===== config.mk =====
export PLATFORM = sky130hd
export DESIGN_NAME = force_vector_norm_reduce_unit
export DESIGN_NICKNAME = d
export VERILOG_FILES = /design/src/rtl/fvn_pkg.sv /design/src/rtl/fvn_lane.sv /design/src/rtl/fvn_merge.sv /design/src/rtl/fvn_root.sv /design/src/rtl/fvn_div.sv /design/src/rtl/force_vector_norm_reduce_unit.sv
export SDC_FILE = /design/constraint.sdc
export NUM_CORES = 2
export LEC_CHECK = 0
export BUFFER_PORTS_ARGS = -buffer_cell sky130_fd_sc_hd__buf_2
export CAP_MARGIN = 20
export CORE_ASPECT_RATIO = 0.7
export CORE_UTILIZATION = 35
export CTS_BUF_LIST = sky130_fd_sc_hd__clkbuf_4
export CTS_CLUSTER_DIAMETER = 80
export CTS_CLUSTER_SIZE = 30
export DETAILED_ROUTE_END_ITERATION = 10
export PLACE_DENSITY = 0.56
export SYNTH_ARGS = -nofsm -noshare
export SYNTH_HDL_FRONTEND = slang
export SYNTH_SLANG_ARGS = --single-unit

===== constraint.sdc =====
create_clock -name clock -period 9.9 [get_ports clock]
set_input_delay 0 -clock clock [delete_from_list [all_inputs] [get_ports clock]]
set_output_delay 0 -clock clock [all_outputs]
set_load 0.03 [all_outputs]

===== src/rtl/fvn_pkg.sv =====
// shared types and constants of the force vector norm reduction block
`timescale 1ns / 1ps
`default_nettype none

package fvn_pkg;

   localparam int COMPONENTS    = 3;
   localparam int COMP_W        = 24;
   localparam int SQ_W          = 2 * COMP_W;
   localparam int LANE_SUM_W    = SQ_W + 2;
   localparam int SUM_W         = 64;
   localparam int ROOT_W        = SUM_W / 2;
   localparam int CNT_W         = 17;
   localparam int CNT_FIELD_MAX = (1 << CNT_W) - 1;

   typedef struct packed {
      logic [COMP_W-1:0] mag;
      logic [SQ_W-1:0]   sq;
   } lane_type;

   typedef struct packed {
      logic [COMP_W-1:0] max_abs;
      logic [SUM_W-1:0]  sum;
      logic [CNT_W-1:0]  count;
      logic              sat;
   } acc_type;

   typedef enum logic [1:0] {
      ST_ACCUM,
      ST_START_ROOT,
      ST_ROOT,
      ST_DIV
   } ctrl_state_type;

endpackage

`default_nettype wire


===== src/rtl/fvn_lane.sv =====
// one component lane: magnitude and square of a force component
`timescale 1ns / 1ps
`default_nettype none

module fvn_lane (
   input  wire logic                                clock,
   input  wire logic signed [fvn_pkg::COMP_W-1:0]   comp,
   output fvn_pkg::lane_type                        result
);

   logic [fvn_pkg::COMP_W-1:0] comp_u;
   logic [fvn_pkg::COMP_W-1:0] mag;
   logic [fvn_pkg::SQ_W-1:0]   sq;
   fvn_pkg::lane_type          result_ff;
   fvn_pkg::lane_type          result_in;

   assign comp_u = unsigned'(comp);
   // most negative value negates to itself, which reads right as unsigned
   assign mag    = comp_u[fvn_pkg::COMP_W-1] ? (~comp_u + 1'b1) : comp_u;
   assign sq     = mag * mag;

   always_comb begin
      result_in.mag = mag;
      result_in.sq  = sq;
   end

   always_ff @(posedge clock) begin
      result_ff <= result_in;
   end

   assign result = result_ff;

endmodule

`default_nettype wire


===== src/rtl/fvn_merge.sv =====
// merging stage: running maximum, saturating sum of squares and atom count
`timescale 1ns / 1ps
`default_nettype none

module fvn_merge #(
   parameter int unsigned COUNT_CAP = 65536
) (
   input  wire logic                                    clock,
   input  wire logic                                    reset,
   input  wire logic                                    valid,
   input  wire logic                                    clear,
   input  fvn_pkg::lane_type [fvn_pkg::COMPONENTS-1:0]  lanes,
   output fvn_pkg::acc_type                             acc
);

   localparam logic [fvn_pkg::CNT_W-1:0] CAP = fvn_pkg::CNT_W'(COUNT_CAP);

   fvn_pkg::acc_type               acc_ff;
   fvn_pkg::acc_type               acc_in;
   logic [fvn_pkg::COMP_W-1:0]     lane_max;
   logic [fvn_pkg::LANE_SUM_W-1:0] lane_sum;
   logic [fvn_pkg::SUM_W:0]        total;

   always_comb begin
      lane_max = acc_ff.max_abs;
      lane_sum = '0;
      for (int i = 0; i < fvn_pkg::COMPONENTS; i++) begin
         if (lanes[i].mag > lane_max) begin
            lane_max = lanes[i].mag;
         end
         lane_sum = lane_sum + fvn_pkg::LANE_SUM_W'(lanes[i].sq);
      end
      total = {1'b0, acc_ff.sum} + (fvn_pkg::SUM_W + 1)'(lane_sum);

      acc_in = acc_ff;
      if (clear) begin
         acc_in = '0;
      end else if (valid) begin
         acc_in.max_abs = lane_max;
         if (total[fvn_pkg::SUM_W]) begin
            acc_in.sum = '1;
            acc_in.sat = 1'b1;
         end else begin
            acc_in.sum = total[fvn_pkg::SUM_W-1:0];
         end
         if (acc_ff.count < CAP) begin
            acc_in.count = acc_ff.count + 1'b1;
         end
      end
   end

   always_ff @(posedge clock) begin
      if (reset) begin
         acc_ff <= '0;
      end else begin
         acc_ff <= acc_in;
      end
   end

   assign acc = acc_ff;

endmodule

`default_nettype wire


===== src/rtl/fvn_root.sv =====
// iterative integer square root, one result bit per cycle
`timescale 1ns / 1ps
`default_nettype none

module fvn_root (
   input  wire logic                         clock,
   input  wire logic                         reset,
   input  wire logic                         start,
   input  wire logic [fvn_pkg::SUM_W-1:0]    radicand,
   output logic                              done,
   output logic [fvn_pkg::ROOT_W-1:0]        root
);

   localparam int STEP_W = $clog2(fvn_pkg::ROOT_W);
   localparam int REM_W  = fvn_pkg::ROOT_W + 2;

   logic [fvn_pkg::SUM_W-1:0]  rad_ff, rad_in;
   logic [REM_W-1:0]           rem_ff, rem_in;
   logic [fvn_pkg::ROOT_W-1:0] root_ff, root_in;
   logic [STEP_W-1:0]          step_ff, step_in;
   logic                       run_ff, run_in;
   logic                       done_ff, done_in;
   logic [REM_W-1:0]           rem_shift;
   logic [REM_W-1:0]           trial;
   logic                       fits;

   assign rem_shift = {rem_ff[REM_W-3:0], rad_ff[fvn_pkg::SUM_W-1 -: 2]};
   assign trial     = {root_ff, 2'b01};
   assign fits      = rem_shift >= trial;

   always_comb begin
      rad_in  = rad_ff;
      rem_in  = rem_ff;
      root_in = root_ff;
      step_in = step_ff;
      run_in  = run_ff;
      done_in = 1'b0;
      if (start) begin
         rad_in  = radicand;
         rem_in  = '0;
         root_in = '0;
         step_in = '1;
         run_in  = 1'b1;
      end else if (run_ff) begin
         rad_in  = {rad_ff[fvn_pkg::SUM_W-3:0], 2'b00};
         rem_in  = fits ? (rem_shift - trial) : rem_shift;
         root_in = {root_ff[fvn_pkg::ROOT_W-2:0], fits};
         step_in = step_ff - 1'b1;
         if (step_ff == '0) begin
            run_in  = 1'b0;
            done_in = 1'b1;
         end
      end
   end

   always_ff @(posedge clock) begin
      if (reset) begin
         run_ff  <= 1'b0;
         done_ff <= 1'b0;
         step_ff <= '0;
      end else begin
         run_ff  <= run_in;
         done_ff <= done_in;
         step_ff <= step_in;
      end
      rad_ff  <= rad_in;
      rem_ff  <= rem_in;
      root_ff <= root_in;
   end

   assign done = done_ff;
   assign root = root_ff;

endmodule

`default_nettype wire


===== src/rtl/fvn_div.sv =====
// iterative restoring divider of the norm by the atom count
`timescale 1ns / 1ps
`default_nettype none

module fvn_div (
   input  wire logic                         clock,
   input  wire logic                         reset,
   input  wire logic                         start,
   input  wire logic [fvn_pkg::ROOT_W-1:0]   dividend,
   input  wire logic [fvn_pkg::CNT_W-1:0]    divisor,
   output logic                              done,
   output logic [fvn_pkg::ROOT_W-1:0]        quotient
);

   localparam int STEP_W = $clog2(fvn_pkg::ROOT_W);

   logic [fvn_pkg::ROOT_W-1:0] quo_ff, quo_in;
   logic [fvn_pkg::CNT_W-1:0]  rem_ff, rem_in;
   logic [fvn_pkg::CNT_W-1:0]  dvs_ff, dvs_in;
   logic [STEP_W-1:0]          step_ff, step_in;
   logic                       run_ff, run_in;
   logic                       done_ff, done_in;
   logic [fvn_pkg::CNT_W:0]    rem_shift;
   logic [fvn_pkg::CNT_W:0]    diff;
   logic                       fits;

   // dividend bits shift out of the top of the quotient register
   assign rem_shift = {rem_ff, quo_ff[fvn_pkg::ROOT_W-1]};
   assign fits      = rem_shift >= {1'b0, dvs_ff};
   assign diff      = rem_shift - {1'b0, dvs_ff};

   always_comb begin
      quo_in  = quo_ff;
      rem_in  = rem_ff;
      dvs_in  = dvs_ff;
      step_in = step_ff;
      run_in  = run_ff;
      done_in = 1'b0;
      if (start) begin
         quo_in  = dividend;
         rem_in  = '0;
         dvs_in  = divisor;
         step_in = '1;
         run_in  = 1'b1;
      end else if (run_ff) begin
         rem_in  = fits ? diff[fvn_pkg::CNT_W-1:0] : rem_shift[fvn_pkg::CNT_W-1:0];
         quo_in  = {quo_ff[fvn_pkg::ROOT_W-2:0], fits};
         step_in = step_ff - 1'b1;
         if (step_ff == '0) begin
            run_in  = 1'b0;
            done_in = 1'b1;
         end
      end
   end

   always_ff @(posedge clock) begin
      if (reset) begin
         run_ff  <= 1'b0;
         done_ff <= 1'b0;
         step_ff <= '0;
      end else begin
         run_ff  <= run_in;
         done_ff <= done_in;
         step_ff <= step_in;
      end
      quo_ff <= quo_in;
      rem_ff <= rem_in;
      dvs_ff <= dvs_in;
   end

   assign done     = done_ff;
   assign quotient = quo_ff;

endmodule

`default_nettype wire


===== src/rtl/force_vector_norm_reduce_unit.sv =====
// top level of the force vector max-abs and norm reduction block
`timescale 1ns / 1ps
`default_nettype none

// Takes one atom's x, y and z force components per item, one item per cycle
// while busy is low. Three component lanes form magnitudes and squares side
// by side and a merging stage keeps the largest magnitude, a saturating sum
// of squares and the atom count. The item marked last holds busy high
// through the pipeline and hand-off, a 32-step square root and a
// 32-step divide, one bit each per cycle, each handing on its answer
// with a done strobe. The result then appears on the rsp_ ports with
// rsp_strobe high for one cycle; nothing can hold it off.
// Items not marked last give no result. MAX_ATOMS caps the atom count.

module force_vector_norm_reduce_unit #(
   parameter int unsigned MAX_ATOMS = 65536
) (
   input  wire logic                                clock,
   input  wire logic                                reset,
   input  wire logic                                start,
   output logic                                     busy,
   input  wire logic signed [fvn_pkg::COMP_W-1:0]   req_comp_x,
   input  wire logic signed [fvn_pkg::COMP_W-1:0]   req_comp_y,
   input  wire logic signed [fvn_pkg::COMP_W-1:0]   req_comp_z,
   input  wire logic                                req_last_atom,
   output logic                                     rsp_strobe,
   output logic [fvn_pkg::COMP_W-1:0]               rsp_max_abs_comp,
   output logic [fvn_pkg::ROOT_W-1:0]               rsp_norm_value,
   output logic [fvn_pkg::ROOT_W-1:0]               rsp_norm_per_atom,
   output logic [fvn_pkg::CNT_W-1:0]                rsp_atoms_seen,
   output logic                                     rsp_sum_saturated
);

   localparam int unsigned COUNT_CAP =
      (MAX_ATOMS < fvn_pkg::CNT_FIELD_MAX) ? MAX_ATOMS : fvn_pkg::CNT_FIELD_MAX;

   fvn_pkg::ctrl_state_type                   state_ff, state_in;
   logic                                      s1_valid_ff, s1_valid_in;
   logic                                      s1_last_ff, s1_last_in;
   logic                                      accept;
   logic                                      merge_clear;
   logic                                      root_start;
   logic                                      root_done;
   logic [fvn_pkg::ROOT_W-1:0]                root_value;
   logic                                      div_start;
   logic                                      div_done;
   logic [fvn_pkg::ROOT_W-1:0]                div_value;
   logic [fvn_pkg::ROOT_W-1:0]                norm_ff, norm_in;
   fvn_pkg::acc_type                          acc;
   fvn_pkg::lane_type [fvn_pkg::COMPONENTS-1:0] lanes;
   logic signed [fvn_pkg::COMP_W-1:0]         comps [fvn_pkg::COMPONENTS];

   logic                                      strobe_ff, strobe_in;
   logic [fvn_pkg::COMP_W-1:0]                max_ff, max_in;
   logic [fvn_pkg::ROOT_W-1:0]                rnorm_ff, rnorm_in;
   logic [fvn_pkg::ROOT_W-1:0]                ratio_ff, ratio_in;
   logic [fvn_pkg::CNT_W-1:0]                 count_ff, count_in;
   logic                                      sat_ff, sat_in;

   assign busy   = (state_ff != fvn_pkg::ST_ACCUM) || (s1_valid_ff && s1_last_ff);
   assign accept = start && !busy;

   assign comps[0] = req_comp_x;
   assign comps[1] = req_comp_y;
   assign comps[2] = req_comp_z;

   for (genvar g = 0; g < fvn_pkg::COMPONENTS; g++) begin : g_lane
      fvn_lane u_lane (
         .clock  (clock),
         .comp   (comps[g]),
         .result (lanes[g])
      );
   end

   fvn_merge #(
      .COUNT_CAP (COUNT_CAP)
   ) u_merge (
      .clock (clock),
      .reset (reset),
      .valid (s1_valid_ff),
      .clear (merge_clear),
      .lanes (lanes),
      .acc   (acc)
   );

   fvn_root u_root (
      .clock    (clock),
      .reset    (reset),
      .start    (root_start),
      .radicand (acc.sum),
      .done     (root_done),
      .root     (root_value)
   );

   fvn_div u_div (
      .clock    (clock),
      .reset    (reset),
      .start    (div_start),
      .dividend (root_value),
      .divisor  (acc.count),
      .done     (div_done),
      .quotient (div_value)
   );

   always_comb begin
      s1_valid_in = accept;
      s1_last_in  = req_last_atom;
      state_in    = state_ff;
      root_start  = 1'b0;
      div_start   = 1'b0;
      merge_clear = 1'b0;
      norm_in     = norm_ff;
      strobe_in   = 1'b0;
      max_in      = max_ff;
      rnorm_in    = rnorm_ff;
      ratio_in    = ratio_ff;
      count_in    = count_ff;
      sat_in      = sat_ff;
      unique case (state_ff)
         fvn_pkg::ST_ACCUM: begin
            // the merge takes the last item in this cycle
            if (s1_valid_ff && s1_last_ff) begin
               state_in = fvn_pkg::ST_START_ROOT;
            end
         end
         fvn_pkg::ST_START_ROOT: begin
            root_start = 1'b1;
            state_in   = fvn_pkg::ST_ROOT;
         end
         fvn_pkg::ST_ROOT: begin
            if (root_done) begin
               div_start = 1'b1;
               norm_in   = root_value;
               state_in  = fvn_pkg::ST_DIV;
            end
         end
         fvn_pkg::ST_DIV: begin
            if (div_done) begin
               strobe_in   = 1'b1;
               max_in      = acc.max_abs;
               rnorm_in    = norm_ff;
               ratio_in    = div_value;
               count_in    = acc.count;
               sat_in      = acc.sat;
               merge_clear = 1'b1;
               state_in    = fvn_pkg::ST_ACCUM;
            end
         end
         default: begin
            state_in = fvn_pkg::ST_ACCUM;
         end
      endcase
   end

   always_ff @(posedge clock) begin
      if (reset) begin
         state_ff    <= fvn_pkg::ST_ACCUM;
         s1_valid_ff <= 1'b0;
         strobe_ff   <= 1'b0;
      end else begin
         state_ff    <= state_in;
         s1_valid_ff <= s1_valid_in;
         strobe_ff   <= strobe_in;
      end
      s1_last_ff <= s1_last_in;
      norm_ff    <= norm_in;
      max_ff     <= max_in;
      rnorm_ff   <= rnorm_in;
      ratio_ff   <= ratio_in;
      count_ff   <= count_in;
      sat_ff     <= sat_in;
   end

   assign rsp_strobe        = strobe_ff;
   assign rsp_max_abs_comp  = max_ff;
   assign rsp_norm_value    = rnorm_ff;
   assign rsp_norm_per_atom = ratio_ff;
   assign rsp_atoms_seen    = count_ff;
   assign rsp_sum_saturated = sat_ff;

`ifndef ASSERT_OFF
   a_last_blocks: assert property (@(posedge clock) disable iff (reset)
      accept && req_last_atom |=> busy)
      else $error("last item accepted but block not busy");

   a_strobe_single: assert property (@(posedge clock) disable iff (reset)
      rsp_strobe |=> !rsp_strobe)
      else $error("result strobe held longer than one cycle");

   a_count_nonzero: assert property (@(posedge clock) disable iff (reset)
      rsp_strobe |-> rsp_atoms_seen != '0)
      else $error("result with zero atom count");

   a_ratio_bound: assert property (@(posedge clock) disable iff (reset)
      rsp_strobe |-> rsp_norm_per_atom <= rsp_norm_value)
      else $error("per-atom norm exceeds norm");

   a_root_after_last: assert property (@(posedge clock) disable iff (reset)
      root_start |-> $past(s1_valid_ff && s1_last_ff))
      else $error("square root started without a last item");
`endif

endmodule

`default_nettype wire

# After elaboration in Yosys (flattened, before gate mapping)
# Cells that the tools add are included.
totals:
  regBits: 673
  rom_bits: 0
  mem_bits_rw: 0
  wordCells: 115
  n_memories: 0
  latch_bits: 0
classes:
  muxes: 34
  magnitude_cmp: 6
  bitwise_logic: 5
  add_sub_neg: 11
  n_shift: 0
  n_div: 0
  multipliers: 3
  eq_ne: 6
  n_reduce_logical: 18
op_table:
  columns: ["cell", "count"]
  rows:
  - ["$mux 64", 3]
  - ["$mul 24x24->48", 3]
  - ["$mux 24", 6]
  - ["$mux 32", 3]
  - ["$add 24x1->24 const B", 3]
  - ["$gt 24x24->1", 3]
  - ["$not 24->24", 3]
  - ["$add 64x50->65", 1]
  - ["$add 50x48->50", 1]
  - ["$add 48x48->49", 1]
  - ["$ge 34x34->1", 1]
  - ["$sub 32x32->32", 1]
  - ["$mux 5", 4]
  - ["$ge 18x17->1", 1]
  - ["$add 17x1->17 const B", 1]
  - ["$lt 17x17->1 const B", 1]
  - ["$mux 17", 1]
  - ["$sub 17x17->17", 1]
  - ["$mux 1", 13]
  - ["$logic_not 5->1", 2]
  - ["$sub 5x1->5 const B", 2]
  - ["$pmux 2 s4", 1]
  - ["$reduce_and 2->1", 4]
  - ["$mux 2", 3]
  - ["other kinds (13)", 20]

# Depth between registers and ports, before layout
depth:
  depth_word: 6
  depth_mapped: 44
  ltp_nobuf: 39

# Modules after synthesis
# From an unflattened synthesis, not the netlist that was laid out.
unflattened:
  hier_cells: 8345
  hier_area_um2: 80633.6
modules_own_cells:
  columns: ["module", "n_inst", "area_per_inst_um2", "cells_per_inst", "seq_area_each_um2"]
  rows:
  - ["fvn_lane (g_lane[2].u_lane)", 1, 17974.7, 1959, 1401.3]
  - ["fvn_lane (g_lane[1].u_lane)", 1, 17915.9, 1907, 1401.3]
  - ["fvn_lane (g_lane[0].u_lane)", 1, 17885.9, 1936, 1401.3]
  - ["fvn_merge", 1, 11347.1, 1316, 2122.0]
  - ["fvn_root", 1, 7240.7, 710, 3343.2]
  - ["force_vector_norm_reduce_unit", 1, 4398.0, 165, 4244.1]
  - ["fvn_div", 1, 3871.2, 352, 1951.9]

# Worst setup path after synthesis
# OpenSTA, ideal clock, no wires.
synth_timing:
  path_type: "in2reg"
  startpoint: "input req_comp_x[0] (netlist bit)"
  endpoint: "register g_lane[0].u_lane.result_ff, in the netlist g_lane[0].u_lane.result[42]"
  arrival_time_ns: 8.845
  slack_ns: 0.936
  setup_ns: 0.119
  path_stages: 36
  path_buffers: 3
  cell_sequence: "clkbuf_1 > inv_1 > clkbuf_1 > ha_1 > nand2_1 > or4_1 > or4_1 > or4_1 > and2_1 > xnor2_1 > buf_2 > nor2_1 > inv_1 > fa_1 > inv_1 > fa_1 > fa_1 > inv_1 > fa_1 > fa_1 > inv_1 > fa_1 > fa_1 > ha_1 > a21o_1 > a21o_1 > a21o_1 > a21oi_1 > o31a_1 > o21ai_0 > a31oi_1 > o21ai_0 > a21o_1 > a311o_1 > a211oi_1 > nor2_1"
synth_between:
  elab_chain_len: 4
synth_rtl:
  columns: ["element", "line_no", "text"]
  rows:
  - ["from (decl)", "force_vector_norm_reduce_unit.sv:22", "input wire logic signed [fvn_pkg::COMP_W-1:0] req_comp_x,"]
  - ["$not 24->24", "fvn_lane.sv:19", "assign mag = comp_u[fvn_pkg::COMP_W-1] ? (~comp_u + 1'b1) : comp_u;"]
  - ["$add 24x1->24", "fvn_lane.sv:19", null]
  - ["$mux 24 *", "fvn_lane.sv:19", null]
  - ["$mul 24x24->48 *", "fvn_lane.sv:20", "assign sq = mag * mag;"]
  - ["net g_lane[0].u_lane.sq, one bit", "fvn_lane.sv:13", "logic [fvn_pkg::SQ_W-1:0] sq;"]
  - ["to (signal assigned)", "fvn_lane.sv:28", "result_ff <= result_in;"]
  - ["to (decl)", "fvn_lane.sv:14", "fvn_pkg::lane_type result_ff;"]
# The timed path passes the listed nets; every way through them passes the cells marked *.
# A chain may end at the register's enable or synchronous reset.

# Worst setup path after layout
layout_timing:
  startpoint: "input req_comp_x[0] (netlist bit)"
  endpoint: "register g_lane[0].u_lane.result_ff, in the netlist g_lane[0].u_lane.result[47]"
# Same word-level chain as after synthesis.

==> impl_metrics.py <==
metrics = {
    "worst_setup_path": {
        "cp_slowest_cell": "dlygate4sd3_1",
        "path_buf_inv": 9,
        "cp_max_fo": 12,
        "cp.arrival_ns": 10.57,
        "startpoint_type": "input port",
        "required_ns": 10.87,
        "slowest_delay_ns": 0.62,
        "crit_path_frequent_cell": "fa_1",
        "crit_path_end_kind": "flip-flop",
        "crit_type": "in -> reg",
        "critPathTopFamily": "adder cells",
    },
    "logic_synthesis": {
        "synth_top_area_cell": "fa_1",
        "ys_top_cells_by_area": "fa_1 (32%), ha_1 (12%), dfxtp_1 (10%)",
        "netlist_area_um2": 80800,
        "ys_top_cells_by_count": "inv_1 (1891), fa_1 (1273), ha_1 (788)",
        "synthDominantCellAreaShare_pct": 31.6,
        "synth_enable_flop_cells": 251,
        "ys_seq_area_share_pct": 19.6,
        "syn_area_per_cell_um2": 9.47,
        "syn_inst": 8529,
        "synth_cell_types": 92,
        "synth_flop_cell": "dfxtp_1",
        "yosysMostFrequentCell": "inv_1",
        "synthArstFlopShare_pct": 0,
        "ys_warn_count": 0,
        "ys_ff_latch": 667,
    },
    "drt": {
        "vias_per_cell": 4.92,
        "ant_nets": 0,
        "dr.pass1.iters": 6,
        "vias": 59400,
        "wirelength_um": 230000,
        "drt-initial-drc-count": 4483,
        "wire_per_inst_um": 19.1,
        "drc": 0,
    },
    "place": {
        "gp_congestion": 0.920,
        "preCtsSetupSlack_ns": 0.250,
        "placedCellCount": 11800,
        "hpwlAfterDp_um": 190000,
        "io_buffers": 183,
    },
    "run": {
        "cap_violations": 0,
    },
    "clock_tree": {
        "clock-root-buffer": "clkbuf_4",
        "h-tree-depth": 2,
        "cts_sinks": 667,
        "cts_buffer_depth": 3,
        "clk_pin_slew_ns": 0.28,
        "cts_tree": "built",
        "cts_buffers": 41,
        "clock_latency_ns": 1.08,
    },
    "global_route": {
        "grt_pass1_vias": 61600,
        "grt-ovfl-total": 0,
        "grt_usage_pct": 20.0,
        "grt_max_degree": 78,
        "grt_pass1_wl_um": 359000,
        "antenna_found_initial": 13,
    },
    "timing": {
        "min_period_over_period_pct": 97.0,
        "hold_viol": 0,
        "slew_violations": 0,
        "skew_ns": 0.191,
        "slew_headroom_pct": 28.6,
        "finalSetupViolCount": 0,
        "fmax_mhz": 104,
        "fin_ws_ns": 0.301,
        "finalCriticalPeriod_ns": 9.60,
        "tightest_slew_ns": 1.07,
    },
    "cells_and_area": {
        "synthToLayoutAreaGrowth_pct": 10.9,
        "finalNonFillerCells": 12100,
        "drive_gt1_share_pct": 7.67,
        "multi_input_area_um2": 57300,
        "nFillCells": 22700,
        "final_nets": 11100,
        "regArea_um2": 15900,
    },
    "floorplan": {
        "die_w_um": 576,
        "std_cell_rows": 147,
        "core-area_um2": 229000,
        "die_h_um": 404,
        "die_area_um2": 233000,
        "ios": 184,
        "initial_core_util_pct": 35.2,
    },
    "min_path": {
        "min_path_type": "in -> reg",
    },
    "outcome": {
        "status": "complete, no violations",
    },
}
==> cells by family (layout without fill, tap and decap cells) <==
group / count (synthesis) / count (layout) / share of synthesized area (%)
AO/OA/AOI/OAI: 1255 / 1255 / 9.87
XOR/XNOR: 390 / 390 / 4.30
adder cells (fa/ha/maj): 2061 / 2061 / 43.8
buffers and inverters: 2144 / 2581 / 10.0
flip-flops: 667 / 667 / 19.6
multiplexers: 161 / 161 / 2.10
other: 2 / 55 / 0.00930
AND/OR/NAND/NOR: 1849 / 1849 / 10.3
==> layout make-up <==
type                       count  area share, %
antenna                        4         0.0112
clock buffer                  46          0.386
clock inverter                29          0.665
inverter                    1914           8.03
multi-input combinational   5767           63.9
sequential                   667           17.7
tap                         3054           4.27
timing repair buffer         592           4.97
==> placed cells by master, fill, tap and decap left out, types with 244 or more instances in the layout <==
cell,netlist,routed
nand2_1,674,672
dfxtp_1,416,414
a21oi_1,332,332
edfxtp_1,251,251
nor2_1,648,644
inv_1,1891,1888
ha_1,788,787
o21ai_0,283,278
buf_4,4,244
fa_1,1273,1273
==> path summary, 6_finish.rpt <==
kind	startpoint	endpoint	slack, ns	cells past startpoint
setup / recovery	req_comp_x[0]	g_lane[0].u_lane.result[47]	0.30	36
hold / removal	req_comp_x[15]	g_lane[0].u_lane.result[63]	0.11	5
setup reg to reg	g_lane[0].u_lane.result[3]	u_merge.acc[72]	0.68	38
hold reg to reg	norm_ff[7]	rsp_norm_value[7]	0.42	0
==> layer usage <==
| layer | vias to the layer above | part of all wire (%) | GRT usage, % |
|---|---|---|---|
| met5 | - | 0.064 | 0 |
| met1 | 29500 | 48 | 29.6 |
| met3 | 230 | 7.4 | 3.92 |
| met4 | 20 | 2.4 | 4.38 |
| met2 | 1769 | 42 | 30.0 |
| li1 | 27800 | - | - |
==> per-stage QoR <==
step / area [um2] / setup TNS, ns / utilization (%) / hold slack, ns
floorplan: 80900 / 0 / - / 0.0277
global placement: 86800 / 0 / 37.9 / 0.111
detailed placement: 86800 / 0 / 37.9 / 0.110
CTS: 89400 / 0 / 39.0 / 0.0427
global route: 89600 / -0.0171 / 39.1 / 0.0667
finish: 89600 / 0 / 39.1 / 0.114
==> registers in the layout, indices dropped and copies added, names as in the netlist, 2 cells and up <==
signal,cells
g_lane.u_lane.result,210
u_merge.acc,106
u_root.rad_ff,64
norm_ff,32
rsp_norm_per_atom,32
rsp_norm_value,32
u_div.quotient,32
u_root.rem_ff,32
u_root.root,32
rsp_max_abs_comp,24
rsp_atoms_seen,17
u_div.dvs_ff,17
u_div.rem_ff,17
u_div.step_ff,5
u_root.step_ff,5
state_ff,2
==> what timing repair did <==
| action | in CTS | in global routing |
|---|---|---|
| hold buffers | 159 | 0 |
| setup endpoints to repair | 0 | 84 |
| endpoints found under the hold margin | 162 | 0 |
| gates resized for setup | 0 | 29 |
| setup buffers | 0 | 4 |
==> worst min-delay path, cell delays in order <==
cell           delay, ns
dlygate4sd3_1       0.52
buf_2               0.15
xor2_1              0.12
clkinvlp_4          0.21
buf_4               0.14
Power is left out: the tool's default activity adds up to more than one toggle a clock period on the data nets, which glitch-free logic cannot reach.
